--- src/hw/rtl/audio_noise_gate_macros.svh ---
// Assertion helpers shared by the noise gate RTL.
// Both sample on the rising edge of clk and are off while arst_n is low.
`ifndef AUDIO_NOISE_GATE_MACROS_SVH
`define AUDIO_NOISE_GATE_MACROS_SVH

// Consequent must hold in the same cycle as the antecedent.
`define ANG_ASSERT_NOW(label, ante, cons, msg) \
	label: assert property (@(posedge clk) disable iff (!arst_n) (ante) |-> (cons)) \
		else $error(msg);

// Consequent must hold in the cycle after the antecedent.
`define ANG_ASSERT_NEXT(label, ante, cons, msg) \
	label: assert property (@(posedge clk) disable iff (!arst_n) (ante) |=> (cons)) \
		else $error(msg);

`endif

--- src/hw/rtl/ang_pkg.sv ---
`default_nettype none

package ang_pkg;

	localparam int CHANNELS    = 8;
	localparam int SAMPLE_BITS = 24;

	localparam int CHN_W  = 3;
	localparam int CH_W   = (CHANNELS > 1) ? $clog2(CHANNELS) : 1;
	localparam int ENV_W  = SAMPLE_BITS - 1;
	localparam int GAIN_W = 17;
	localparam int COEF_W = 16;
	localparam int FRAC   = 16;

	localparam int CFG_IDX_W  = 3;
	localparam int CFG_DATA_W = (ENV_W > COEF_W) ? ENV_W : COEF_W;

	// shared multiplier operands, both signed
	localparam int MA_W   = (SAMPLE_BITS + 1 > GAIN_W + 1) ? SAMPLE_BITS + 1 : GAIN_W + 1;
	localparam int MB_W   = GAIN_W + 1;
	localparam int PROD_W = MA_W + MB_W;
	localparam int SUM_W  = PROD_W + 1;
	localparam int RND_W  = SUM_W - FRAC;

	localparam int ROUND_HALF = 32768;

	typedef logic        [SAMPLE_BITS-1:0] sample_t;
	typedef logic        [ENV_W-1:0]       env_t;
	typedef logic        [GAIN_W-1:0]      gain_t;
	typedef logic        [COEF_W-1:0]      coef_t;
	typedef logic        [CH_W-1:0]        chan_t;
	typedef logic signed [MA_W-1:0]        mul_a_t;
	typedef logic signed [MB_W-1:0]        mul_b_t;
	typedef logic signed [PROD_W-1:0]      prod_t;
	typedef logic signed [SUM_W-1:0]       sum_t;
	typedef logic        [RND_W-1:0]       rnd_t;

	localparam gain_t   UNITY_GAIN = gain_t'(65536);
	localparam gain_t   FLOOR_GAIN = gain_t'(3277);
	localparam gain_t   GAIN_MAX   = '1;
	localparam env_t    ENV_MAX    = '1;
	localparam sample_t SMAX       = {1'b0, {(SAMPLE_BITS-1){1'b1}}};
	localparam sample_t SMIN       = {1'b1, {(SAMPLE_BITS-1){1'b0}}};

	localparam env_t  RST_THRESHOLD = env_t'(47171);
	localparam coef_t RST_ENV_COEF  = coef_t'(65263);
	localparam coef_t RST_ATK_COEF  = coef_t'(64856);
	localparam coef_t RST_REL_COEF  = coef_t'(65525);

	typedef enum logic [CFG_IDX_W-1:0] {
		CFG_GATE_ENABLE    = 3'd0,
		CFG_OPEN_THRESHOLD = 3'd1,
		CFG_ENVELOPE_COEFF = 3'd2,
		CFG_ATTACK_COEFF   = 3'd3,
		CFG_RELEASE_COEFF  = 3'd4
	} cfg_reg_t;

	typedef enum logic [2:0] {
		ST_IDLE,
		ST_ENV_MUL,
		ST_ENV_SUM,
		ST_GAIN_MUL,
		ST_GAIN_SUM,
		ST_OUT_MUL,
		ST_OUT_RND
	} state_t;

	typedef enum logic [1:0] {
		OP_ENV,
		OP_GAIN,
		OP_OUT
	} mul_op_t;

	typedef struct packed {
		logic    ld_in;
		logic    mul_en;
		mul_op_t op;
		logic    upd_env;
		logic    upd_gain;
		logic    ld_out;
	} cmd_t;

	// Fold the channel field into range by repeated subtraction.
	function automatic chan_t chan_wrap(input logic [CHN_W-1:0] ch);
		logic [CHN_W-1:0] v;
		v = ch;
		for (int i = 0; i < (1 << CHN_W); i++) begin
			if (int'(v) >= CHANNELS) begin
				v = v - CHN_W'(CHANNELS);
			end
		end
		return chan_t'(v);
	endfunction

endpackage

`default_nettype wire

--- src/hw/rtl/ang_ctrl.sv ---
`default_nettype none

module ang_ctrl (
	input  wire logic          clk,
	input  wire logic          arst_n,
	input  wire logic          in_valid,
	output      logic          in_stall,
	output      logic          out_valid,
	input  wire logic          out_stall,
	output      ang_pkg::cmd_t cmd
);

	ang_pkg::state_t state_q;
	ang_pkg::state_t state_d;
	logic            out_valid_q;

	always_comb begin
		state_d = state_q;
		case (state_q)
			ang_pkg::ST_IDLE: begin
				if (in_valid) begin
					state_d = ang_pkg::ST_ENV_MUL;
				end
			end
			ang_pkg::ST_ENV_MUL:  state_d = ang_pkg::ST_ENV_SUM;
			ang_pkg::ST_ENV_SUM:  state_d = ang_pkg::ST_GAIN_MUL;
			ang_pkg::ST_GAIN_MUL: state_d = ang_pkg::ST_GAIN_SUM;
			ang_pkg::ST_GAIN_SUM: state_d = ang_pkg::ST_OUT_MUL;
			ang_pkg::ST_OUT_MUL:  state_d = ang_pkg::ST_OUT_RND;
			ang_pkg::ST_OUT_RND: begin
				// hold until the output register is free
				if (!out_valid_q || !out_stall) begin
					state_d = ang_pkg::ST_IDLE;
				end
			end
			default: state_d = ang_pkg::ST_IDLE;
		endcase
	end

	always_comb begin
		cmd = '0;
		cmd.op = ang_pkg::OP_ENV;
		case (state_q)
			ang_pkg::ST_IDLE: begin
				cmd.ld_in = in_valid;
			end
			ang_pkg::ST_ENV_MUL: begin
				cmd.mul_en = 1'b1;
				cmd.op     = ang_pkg::OP_ENV;
			end
			ang_pkg::ST_ENV_SUM: begin
				cmd.upd_env = 1'b1;
			end
			ang_pkg::ST_GAIN_MUL: begin
				cmd.mul_en = 1'b1;
				cmd.op     = ang_pkg::OP_GAIN;
			end
			ang_pkg::ST_GAIN_SUM: begin
				cmd.upd_gain = 1'b1;
			end
			ang_pkg::ST_OUT_MUL: begin
				cmd.mul_en = 1'b1;
				cmd.op     = ang_pkg::OP_OUT;
			end
			ang_pkg::ST_OUT_RND: begin
				cmd.ld_out = !out_valid_q || !out_stall;
			end
			default: begin
				cmd = '0;
			end
		endcase
	end

	assign in_stall  = (state_q != ang_pkg::ST_IDLE);
	assign out_valid = out_valid_q;

	always_ff @(posedge clk or negedge arst_n) begin
		if (!arst_n) begin
			state_q     <= ang_pkg::ST_IDLE;
			out_valid_q <= 1'b0;
		end else begin
			state_q <= state_d;
			if (cmd.ld_out) begin
				out_valid_q <= 1'b1;
			end else if (!out_stall) begin
				out_valid_q <= 1'b0;
			end
		end
	end

endmodule

`default_nettype wire

--- src/hw/rtl/ang_dp.sv ---
`default_nettype none

module ang_dp (
	input  wire logic                               clk,
	input  wire logic                               arst_n,
	input  wire ang_pkg::cmd_t                      cmd,
	input  wire logic                               cfg_we,
	input  wire logic [ang_pkg::CFG_IDX_W-1:0]      cfg_index,
	input  wire logic [ang_pkg::CFG_DATA_W-1:0]     cfg_data,
	input  wire logic [ang_pkg::CHN_W-1:0]          channel,
	input  wire logic signed [ang_pkg::SAMPLE_BITS-1:0] sample_in,
	output      logic signed [ang_pkg::SAMPLE_BITS-1:0] sample_out,
	output      logic [ang_pkg::GAIN_W-1:0]         gain_now,
	output      logic                               gate_open
);

	// configuration
	logic                gate_en_q;
	ang_pkg::env_t       thr_q;
	ang_pkg::coef_t      env_coef_q;
	ang_pkg::coef_t      atk_coef_q;
	ang_pkg::coef_t      rel_coef_q;

	// per-channel state
	ang_pkg::env_t       env_mem [ang_pkg::CHANNELS];
	ang_pkg::gain_t      gain_mem [ang_pkg::CHANNELS];

	// item registers
	ang_pkg::chan_t      ch_q;
	logic                neg_q;
	ang_pkg::sample_t    mag_q;
	ang_pkg::env_t       amag_q;
	ang_pkg::env_t       env_old_q;
	ang_pkg::gain_t      g_old_q;
	ang_pkg::env_t       env_q;
	ang_pkg::gain_t      g_q;
	ang_pkg::prod_t      prod_q;

	// output registers
	ang_pkg::sample_t    sout_q;
	ang_pkg::gain_t      gout_q;
	logic                open_out_q;

	ang_pkg::sample_t    mag_c;
	ang_pkg::env_t       amag_c;
	logic signed [ang_pkg::ENV_W:0]  diff_env;
	logic signed [ang_pkg::GAIN_W:0] diff_g;
	logic                open_c;
	ang_pkg::gain_t      target_c;
	ang_pkg::coef_t      coef_c;
	ang_pkg::mul_a_t     mul_a;
	ang_pkg::mul_b_t     mul_b;
	ang_pkg::sum_t       env_sum;
	ang_pkg::sum_t       g_sum;
	ang_pkg::sum_t       r_sum;
	ang_pkg::rnd_t       r_c;
	ang_pkg::env_t       env_new;
	ang_pkg::gain_t      g_new;
	ang_pkg::sample_t    sout_c;

	// magnitude; the most negative sample gives 2^(N-1), clipped for the envelope
	always_comb begin
		mag_c  = sample_in[ang_pkg::SAMPLE_BITS-1] ? ang_pkg::sample_t'(-sample_in)
		                                            : ang_pkg::sample_t'(sample_in);
		amag_c = mag_c[ang_pkg::SAMPLE_BITS-1] ? ang_pkg::ENV_MAX
		                                       : mag_c[ang_pkg::ENV_W-1:0];
	end

	always_comb begin
		open_c   = !gate_en_q || (env_q > thr_q);
		target_c = open_c ? ang_pkg::UNITY_GAIN : ang_pkg::FLOOR_GAIN;
		coef_c   = (target_c > g_old_q) ? atk_coef_q : rel_coef_q;
		diff_env = $signed({1'b0, env_old_q}) - $signed({1'b0, amag_q});
		diff_g   = $signed({1'b0, g_old_q}) - $signed({1'b0, target_c});
	end

	// one-pole step as x + (old - x) * c, so one product per update
	always_comb begin
		case (cmd.op)
			ang_pkg::OP_ENV: begin
				mul_a = ang_pkg::mul_a_t'(diff_env);
				mul_b = ang_pkg::mul_b_t'(env_coef_q);
			end
			ang_pkg::OP_GAIN: begin
				mul_a = ang_pkg::mul_a_t'(diff_g);
				mul_b = ang_pkg::mul_b_t'(coef_c);
			end
			ang_pkg::OP_OUT: begin
				mul_a = ang_pkg::mul_a_t'(mag_q);
				mul_b = ang_pkg::mul_b_t'(g_q);
			end
			default: begin
				mul_a = '0;
				mul_b = '0;
			end
		endcase
	end

	always_comb begin
		env_sum = ang_pkg::sum_t'(prod_q)
		        + ang_pkg::sum_t'({amag_q, {ang_pkg::FRAC{1'b0}}})
		        + ang_pkg::sum_t'(ang_pkg::ROUND_HALF);
		if (env_sum[ang_pkg::SUM_W-1]) begin
			env_new = '0;
		end else if (|env_sum[ang_pkg::SUM_W-2:ang_pkg::FRAC+ang_pkg::ENV_W]) begin
			env_new = ang_pkg::ENV_MAX;
		end else begin
			env_new = env_sum[ang_pkg::FRAC+ang_pkg::ENV_W-1:ang_pkg::FRAC];
		end

		g_sum = ang_pkg::sum_t'(prod_q)
		      + ang_pkg::sum_t'({target_c, {ang_pkg::FRAC{1'b0}}})
		      + ang_pkg::sum_t'(ang_pkg::ROUND_HALF);
		if (g_sum[ang_pkg::SUM_W-1]) begin
			g_new = '0;
		end else if (|g_sum[ang_pkg::SUM_W-2:ang_pkg::FRAC+ang_pkg::GAIN_W]) begin
			g_new = ang_pkg::GAIN_MAX;
		end else begin
			g_new = g_sum[ang_pkg::FRAC+ang_pkg::GAIN_W-1:ang_pkg::FRAC];
		end

		// round half away from zero on the magnitude, then restore sign and clip
		r_sum = ang_pkg::sum_t'(prod_q) + ang_pkg::sum_t'(ang_pkg::ROUND_HALF);
		r_c   = r_sum[ang_pkg::SUM_W-1:ang_pkg::FRAC];
		if (neg_q) begin
			if (r_c > ang_pkg::rnd_t'(ang_pkg::SMIN)) begin
				sout_c = ang_pkg::SMIN;
			end else begin
				sout_c = ~r_c[ang_pkg::SAMPLE_BITS-1:0] + ang_pkg::sample_t'(1);
			end
		end else begin
			if (r_c > ang_pkg::rnd_t'(ang_pkg::SMAX)) begin
				sout_c = ang_pkg::SMAX;
			end else begin
				sout_c = r_c[ang_pkg::SAMPLE_BITS-1:0];
			end
		end
	end

	always_ff @(posedge clk or negedge arst_n) begin
		if (!arst_n) begin
			gate_en_q  <= 1'b1;
			thr_q      <= ang_pkg::RST_THRESHOLD;
			env_coef_q <= ang_pkg::RST_ENV_COEF;
			atk_coef_q <= ang_pkg::RST_ATK_COEF;
			rel_coef_q <= ang_pkg::RST_REL_COEF;
			for (int i = 0; i < ang_pkg::CHANNELS; i++) begin
				env_mem[i]  <= '0;
				gain_mem[i] <= ang_pkg::UNITY_GAIN;
			end
		end else begin
			if (cfg_we) begin
				case (ang_pkg::cfg_reg_t'(cfg_index))
					ang_pkg::CFG_GATE_ENABLE:    gate_en_q  <= cfg_data[0];
					ang_pkg::CFG_OPEN_THRESHOLD: thr_q      <= cfg_data[ang_pkg::ENV_W-1:0];
					ang_pkg::CFG_ENVELOPE_COEFF: env_coef_q <= cfg_data[ang_pkg::COEF_W-1:0];
					ang_pkg::CFG_ATTACK_COEFF:   atk_coef_q <= cfg_data[ang_pkg::COEF_W-1:0];
					ang_pkg::CFG_RELEASE_COEFF:  rel_coef_q <= cfg_data[ang_pkg::COEF_W-1:0];
					default: begin
					end
				endcase
			end
			if (cmd.upd_env) begin
				env_mem[ch_q] <= env_new;
			end
			if (cmd.upd_gain) begin
				gain_mem[ch_q] <= g_new;
			end
		end
	end

	always_ff @(posedge clk) begin
		if (cmd.ld_in) begin
			ch_q      <= ang_pkg::chan_wrap(channel);
			neg_q     <= sample_in[ang_pkg::SAMPLE_BITS-1];
			mag_q     <= mag_c;
			amag_q    <= amag_c;
			env_old_q <= env_mem[ang_pkg::chan_wrap(channel)];
			g_old_q   <= gain_mem[ang_pkg::chan_wrap(channel)];
		end
		if (cmd.mul_en) begin
			// full-width signed product: operands extend to the register width
			prod_q <= mul_a * mul_b;
		end
		if (cmd.upd_env) begin
			env_q <= env_new;
		end
		if (cmd.upd_gain) begin
			g_q <= g_new;
		end
		if (cmd.ld_out) begin
			sout_q     <= sout_c;
			gout_q     <= g_q;
			open_out_q <= open_c;
		end
	end

	assign sample_out = $signed(sout_q);
	assign gain_now   = gout_q;
	assign gate_open  = open_out_q;

endmodule

`default_nettype wire

--- src/hw/rtl/audio_noise_gate.sv ---
// out_valid is registered when the rounding step loads the output register, which an
// output stall can hold off. A new sample is taken only from idle, and all three
// products of a sample go through one shared 25x18 multiplier, one after another.
// A finished result sits in the output register while the next sample is taken.
// Reset (arst_n low, asynchronous): configuration registers return to their defaults, every
// channel envelope clears to zero and every channel gain returns to unity.
`default_nettype none

`include "audio_noise_gate_macros.svh"

module audio_noise_gate (
	input  wire logic                                   clk,
	input  wire logic                                   arst_n,

	// sample input channel
	input  wire logic                                   in_valid,
	output      logic                                   in_stall,
	input  wire logic [ang_pkg::CHN_W-1:0]              channel,
	input  wire logic signed [ang_pkg::SAMPLE_BITS-1:0] sample_in,

	// result channel
	output      logic                                   out_valid,
	input  wire logic                                   out_stall,
	output      logic signed [ang_pkg::SAMPLE_BITS-1:0] sample_out,
	output      logic [ang_pkg::GAIN_W-1:0]             gain_now,
	output      logic                                   gate_open,

	// register write channel
	input  wire logic                                   cfg_valid,
	output      logic                                   cfg_ready,
	input  wire logic [ang_pkg::CFG_IDX_W-1:0]          cfg_index,
	input  wire logic [ang_pkg::CFG_DATA_W-1:0]         cfg_data
);

	ang_pkg::cmd_t cmd;

	// cfg_ready is tied high, so the write channel never waits.
	// Software writes are to be made only while the gate is idle; the block itself does not enforce this.
	assign cfg_ready = 1'b1;

	// The controller walks each sample through:
	//   envelope product -> envelope update -> gain product -> gain update
	//   -> output product -> rounding into the output register.
	// It holds in the last step while the output register still owes a transfer.
	ang_ctrl u_ctrl (
		.clk       (clk),
		.arst_n    (arst_n),
		.in_valid  (in_valid),
		.in_stall  (in_stall),
		.out_valid (out_valid),
		.out_stall (out_stall),
		.cmd       (cmd)
	);

	// The datapath owns the registers, the per-channel envelope and gain state,
	// the shared multiplier and the rounding and clipping logic.
	// Each one-pole update is computed as x + (old - x) * c with round-to-nearest,
	// which matches x*(1-c) + old*c bit for bit.
	ang_dp u_dp (
		.clk        (clk),
		.arst_n     (arst_n),
		.cmd        (cmd),
		.cfg_we     (cfg_valid && cfg_ready),
		.cfg_index  (cfg_index),
		.cfg_data   (cfg_data),
		.channel    (channel),
		.sample_in  (sample_in),
		.sample_out (sample_out),
		.gain_now   (gain_now),
		.gate_open  (gate_open)
	);

	// The controller leaves idle when it takes a sample, so the input must stall right after a transfer.
	`ANG_ASSERT_NEXT(a_busy_after_take, in_valid && !in_stall, in_stall, "input taken while busy")

	// Gain only blends between the floor and unity, so it never exceeds unity.
	`ANG_ASSERT_NOW(a_gain_range, out_valid, gain_now <= ang_pkg::UNITY_GAIN, "gain above unity")

endmodule

`default_nettype wire
--- config.mk ---
export PLATFORM = sky130hd
export DESIGN_NAME = audio_noise_gate
export DESIGN_NICKNAME = d
export VERILOG_FILES = /design/src/hw/rtl/ang_pkg.sv /design/src/hw/rtl/ang_ctrl.sv /design/src/hw/rtl/ang_dp.sv /design/src/hw/rtl/audio_noise_gate.sv
export VERILOG_INCLUDE_DIRS = /design/src /design/src/hw/rtl
export SDC_FILE = /design/constraint.sdc
export NUM_CORES = 2
export LEC_CHECK = 0
export BUFFER_PORTS_ARGS = -buffer_cell sky130_fd_sc_hd__buf_2
export CAP_MARGIN = 20
export CORE_AREA = 2 2 275 277
export DETAILED_ROUTE_END_ITERATION = 10
export DIE_AREA = 0 0 277 279
export PLACE_DENSITY = 0.77
export SYNTH_ARGS = -nofsm -noshare
export SYNTH_HDL_FRONTEND = slang
export SYNTH_HIERARCHICAL = 1
export SYNTH_SLANG_ARGS = --single-unit
--- constraint.sdc ---
create_clock -name clk -period 30.8 [get_ports clk]
set_clock_uncertainty 0.15 [all_clocks]
set_input_delay 4.62 -clock clk [delete_from_list [all_inputs] [get_ports clk]]
set_output_delay 4.62 -clock clk [all_outputs]
set_load 0.1 [all_outputs]
==> impl_metrics.yaml <==
global_routing:
  use_met1_pct: 43.4
  grt_usage_pct: 32.3
  grt_pass1_vias: 34100
  busiest_layer: "met2"
  antenna_found_initial: 8
  grt_util_met3_pct: 6.69
  use_met2_pct: 51.5
  grt_max_degree: 119
  grt_first_pass_wirelength_um: 192000
  grt-ovfl-total: 0
setup_path:
  cp.arrival_ns: 13.47
  crit_fanout: 18
  slowest_stage: "a211oi_1"
  critPathRequiredTime_ns: 31.04
  start_kind: "flip-flop"
  critPathMaxStageDelay_ns: 0.73
  worst_setup_path_end_kind: "flip-flop"
  crit_type: "reg -> reg"
synth:
  synth_area_mm2: 0.0448
  syn_nets: 5082
  synth_top_area_cell: "dfrtp_1"
  ys.warnings.count: 6
  synth_edf_count: 201
  synth_top_area_share_pct: 19.1
  async_flop_share_pct: 66.3
  syn_area_per_cell_um2: 10.2
  ys_ff_latch: 597
  synth_ff_type: "dfrtp_1"
  synth-seq-area-share_pct: 35.7
  synthTopCellsByArea: "dfrtp_1 (19%), fa_1 (19%), edfxtp_1 (13%)"
  syn_inst: 4416
  synth.distinct_cells: 89
placement:
  place.gp.congestion: 0.960
  portBuffers: 101
  hpwlAfterDp_um: 90500
  placed_area_mm2: 0.0464
  place_ws_ns: 17.72
clock_network:
  tritoncts: "built"
  numCtsBuffers: 58
  postCtsSetupRepairBufs: 0
  clkTransAtPathRegs_ns: 0.07
  root_buffer: "clkbuf_16"
  ctsResizeCount: 0
  hold_buffers: 0
  worstSkewPairLatency_ns: 0.67
  max-clock-path-buffers: 3
  htree_levels: 2
  cts.sinks: 597
floorplanning:
  die_width_um: 277
  io_pins: 103
  num_rows: 100
  die_area_mm2: 0.0773
  start_util_pct: 60.5
  die_h_um: 279
  core_area_mm2: 0.0741
routing:
  vias_per_cell: 6.03
  drc_errors: 0
  wl_per_cell_um: 22.3
  totalWireLength_um: 122000
  final_antenna_net_count: 0
  drtIter0Drc: 2950
  via_count: 33000
  first_pass_iters: 5
sta:
  setup_ws_ns: 17.57
  period_needed_ns: 13.23
  worst_pin_slew_ns: 1.10
  slew_viol_final: 0
  min_period_over_period_pct: 43.0
  fmax_mhz: 75.6
  setup_viol: 0
  hold_violations: 0
  rsz0062_at_grt: "false"
  maxSlewHeadroom_pct: 26.7
  tns_ns: 0
cells_and_area:
  nFillCells: 5779
  final_area_mm2: 0.0483
  fin_nets: 5108
  drive_gt1_share_pct: 12.4
  syn2layout_area_growth_pct: 7.82
job:
  maxCapViolations: 0
outcome:
  status: "completed"
worst_hold_path:
  hold_class: "reg -> reg"
## cell families (layout without fill, tap and decap cells)
kind of cell             after synthesis  after routing  share of synthesized area, %
XOR/XNOR                             144            144                          2.81
other                                  3              9                        0.0251
AND/OR/NAND/NOR                     1239           1239                          12.2
flip-flops                           597            597                          35.7
AO/OA/AOI/OAI                        797            797                          11.0
buffers and inverters                809            885                          6.90
adder cells (fa/ha/maj)              608            608                          23.9
multiplexers                         219            219                          7.38
## metrics by stage
step           std cells  util [%]  hold WS, ns
2_1_floorplan       4416         -        0.276
3_3_place_gp        5347      62.6        0.282
3_5_place_dp        5347      62.6        0.286
4_1_cts             5457      65.2        0.304
5_1_grt             5464      65.3        0.327
6_report            5467      65.3        0.304
## area by class of cell
| class | instances | area (µm²) | area share (%) |
|---|---|---|---|
| multi-input combinational | 3010 | 25800 | 53.5 |
| sequential | 597 | 16000 | 33.1 |
| inverter | 602 | 2260 | 4.67 |
| clock buffer | 82 | 1620 | 3.35 |
| tap | 969 | 1210 | 2.51 |
| timing repair buffer | 173 | 1100 | 2.27 |
| clock inverter | 28 | 278 | 0.575 |
| antenna | 6 | 15.0 | 0.0311 |
## registers in the layout, summed over array words and instances (netlist names), 23 cells and up
| register | cells |
|---|---|
| u_dp/env_mem | 184 |
| u_dp/gain_mem | 136 |
| u_dp/prod_q | 28 |
| u_dp/mag_q | 24 |
| u_dp/sample_out | 24 |
| u_dp/amag_q | 23 |
| u_dp/env_old_q | 23 |
| u_dp/env_q | 23 |
| u_dp/thr_q | 23 |
## synthesized netlist by cell type (37+ instances only)
cell      number
a21o_1        43
a21oi_1      102
and2_1        57
clkbuf_1     172
dfrtp_1      342
dfstp_2       54
edfxtp_1     201
fa_1         417
ha_1         191
inv_1        602
mux2_2        92
mux2i_1       47
mux4_2        80
nand2_1      678
nand2b_1      48
nand3_1       53
nor2_1       219
nor2b_1       44
nor3_1        37
o21ai_0      400
xnor2_1       95
xor2_1        49
## layer usage
| layer | vias up | share of wire [%] |
|---|---|---|
| met5 | - | 0.043 |
| met1 | 16500 | 40 |
| met2 | 1480 | 46 |
| met3 | 283 | 9.3 |
| li1 | 14700 | - |
| met4 | 8 | 4.6 |
## worst max-delay path, delay by kind of cell (launching register included)
family | cells | cell delay, ns
AO/OA/AOI/OAI | 21 | 5.95
XOR/XNOR | 1 | 0.17
adder cells (fa/ha/maj) | 10 | 4.24
buffers and inverters | 7 | 0.91
flip-flops | 1 | 0.52
multiplexers | 1 | 0.24
AND/OR/NAND/NOR | 5 | 0.76
## cell usage in the layout (no fill, tap or decap), types with 71 or more instances in the layout
cell type    n
a21oi_1    100
mux4_2      80
inv_1      602
ha_1       191
buf_4       71
dfrtp_1    342
nor2_1     217
xnor2_1     95
mux2_2      92
nand2_1    678
edfxtp_1   201
o21ai_0    399
buf_2       98
fa_1       417
## worst paths after layout
| path | startpoint | to | slack, ns | cells past startpoint |
|---|---|---|---|---|
| max | u_dp/thr_q[1] | u_dp/prod_q[42] | 17.57 | 45 |
| min | u_dp/g_q[12] | u_dp/gain_now[12] | 0.30 | 0 |
| max reg2reg | u_dp/thr_q[1] | u_dp/prod_q[42] | 17.57 | 45 |
| min reg2reg | u_dp/g_q[12] | u_dp/gain_now[12] | 0.30 | 0 |
| max in group asynchronous | arst_n | u_dp/gain_mem[99] | 24.16 | 3 |
| min in group asynchronous | arst_n | u_dp/env_mem[51] | 3.89 | 1 |
Power is not shown: default switching activity piles up to over one toggle a cycle in this logic, so the estimate is an artifact.
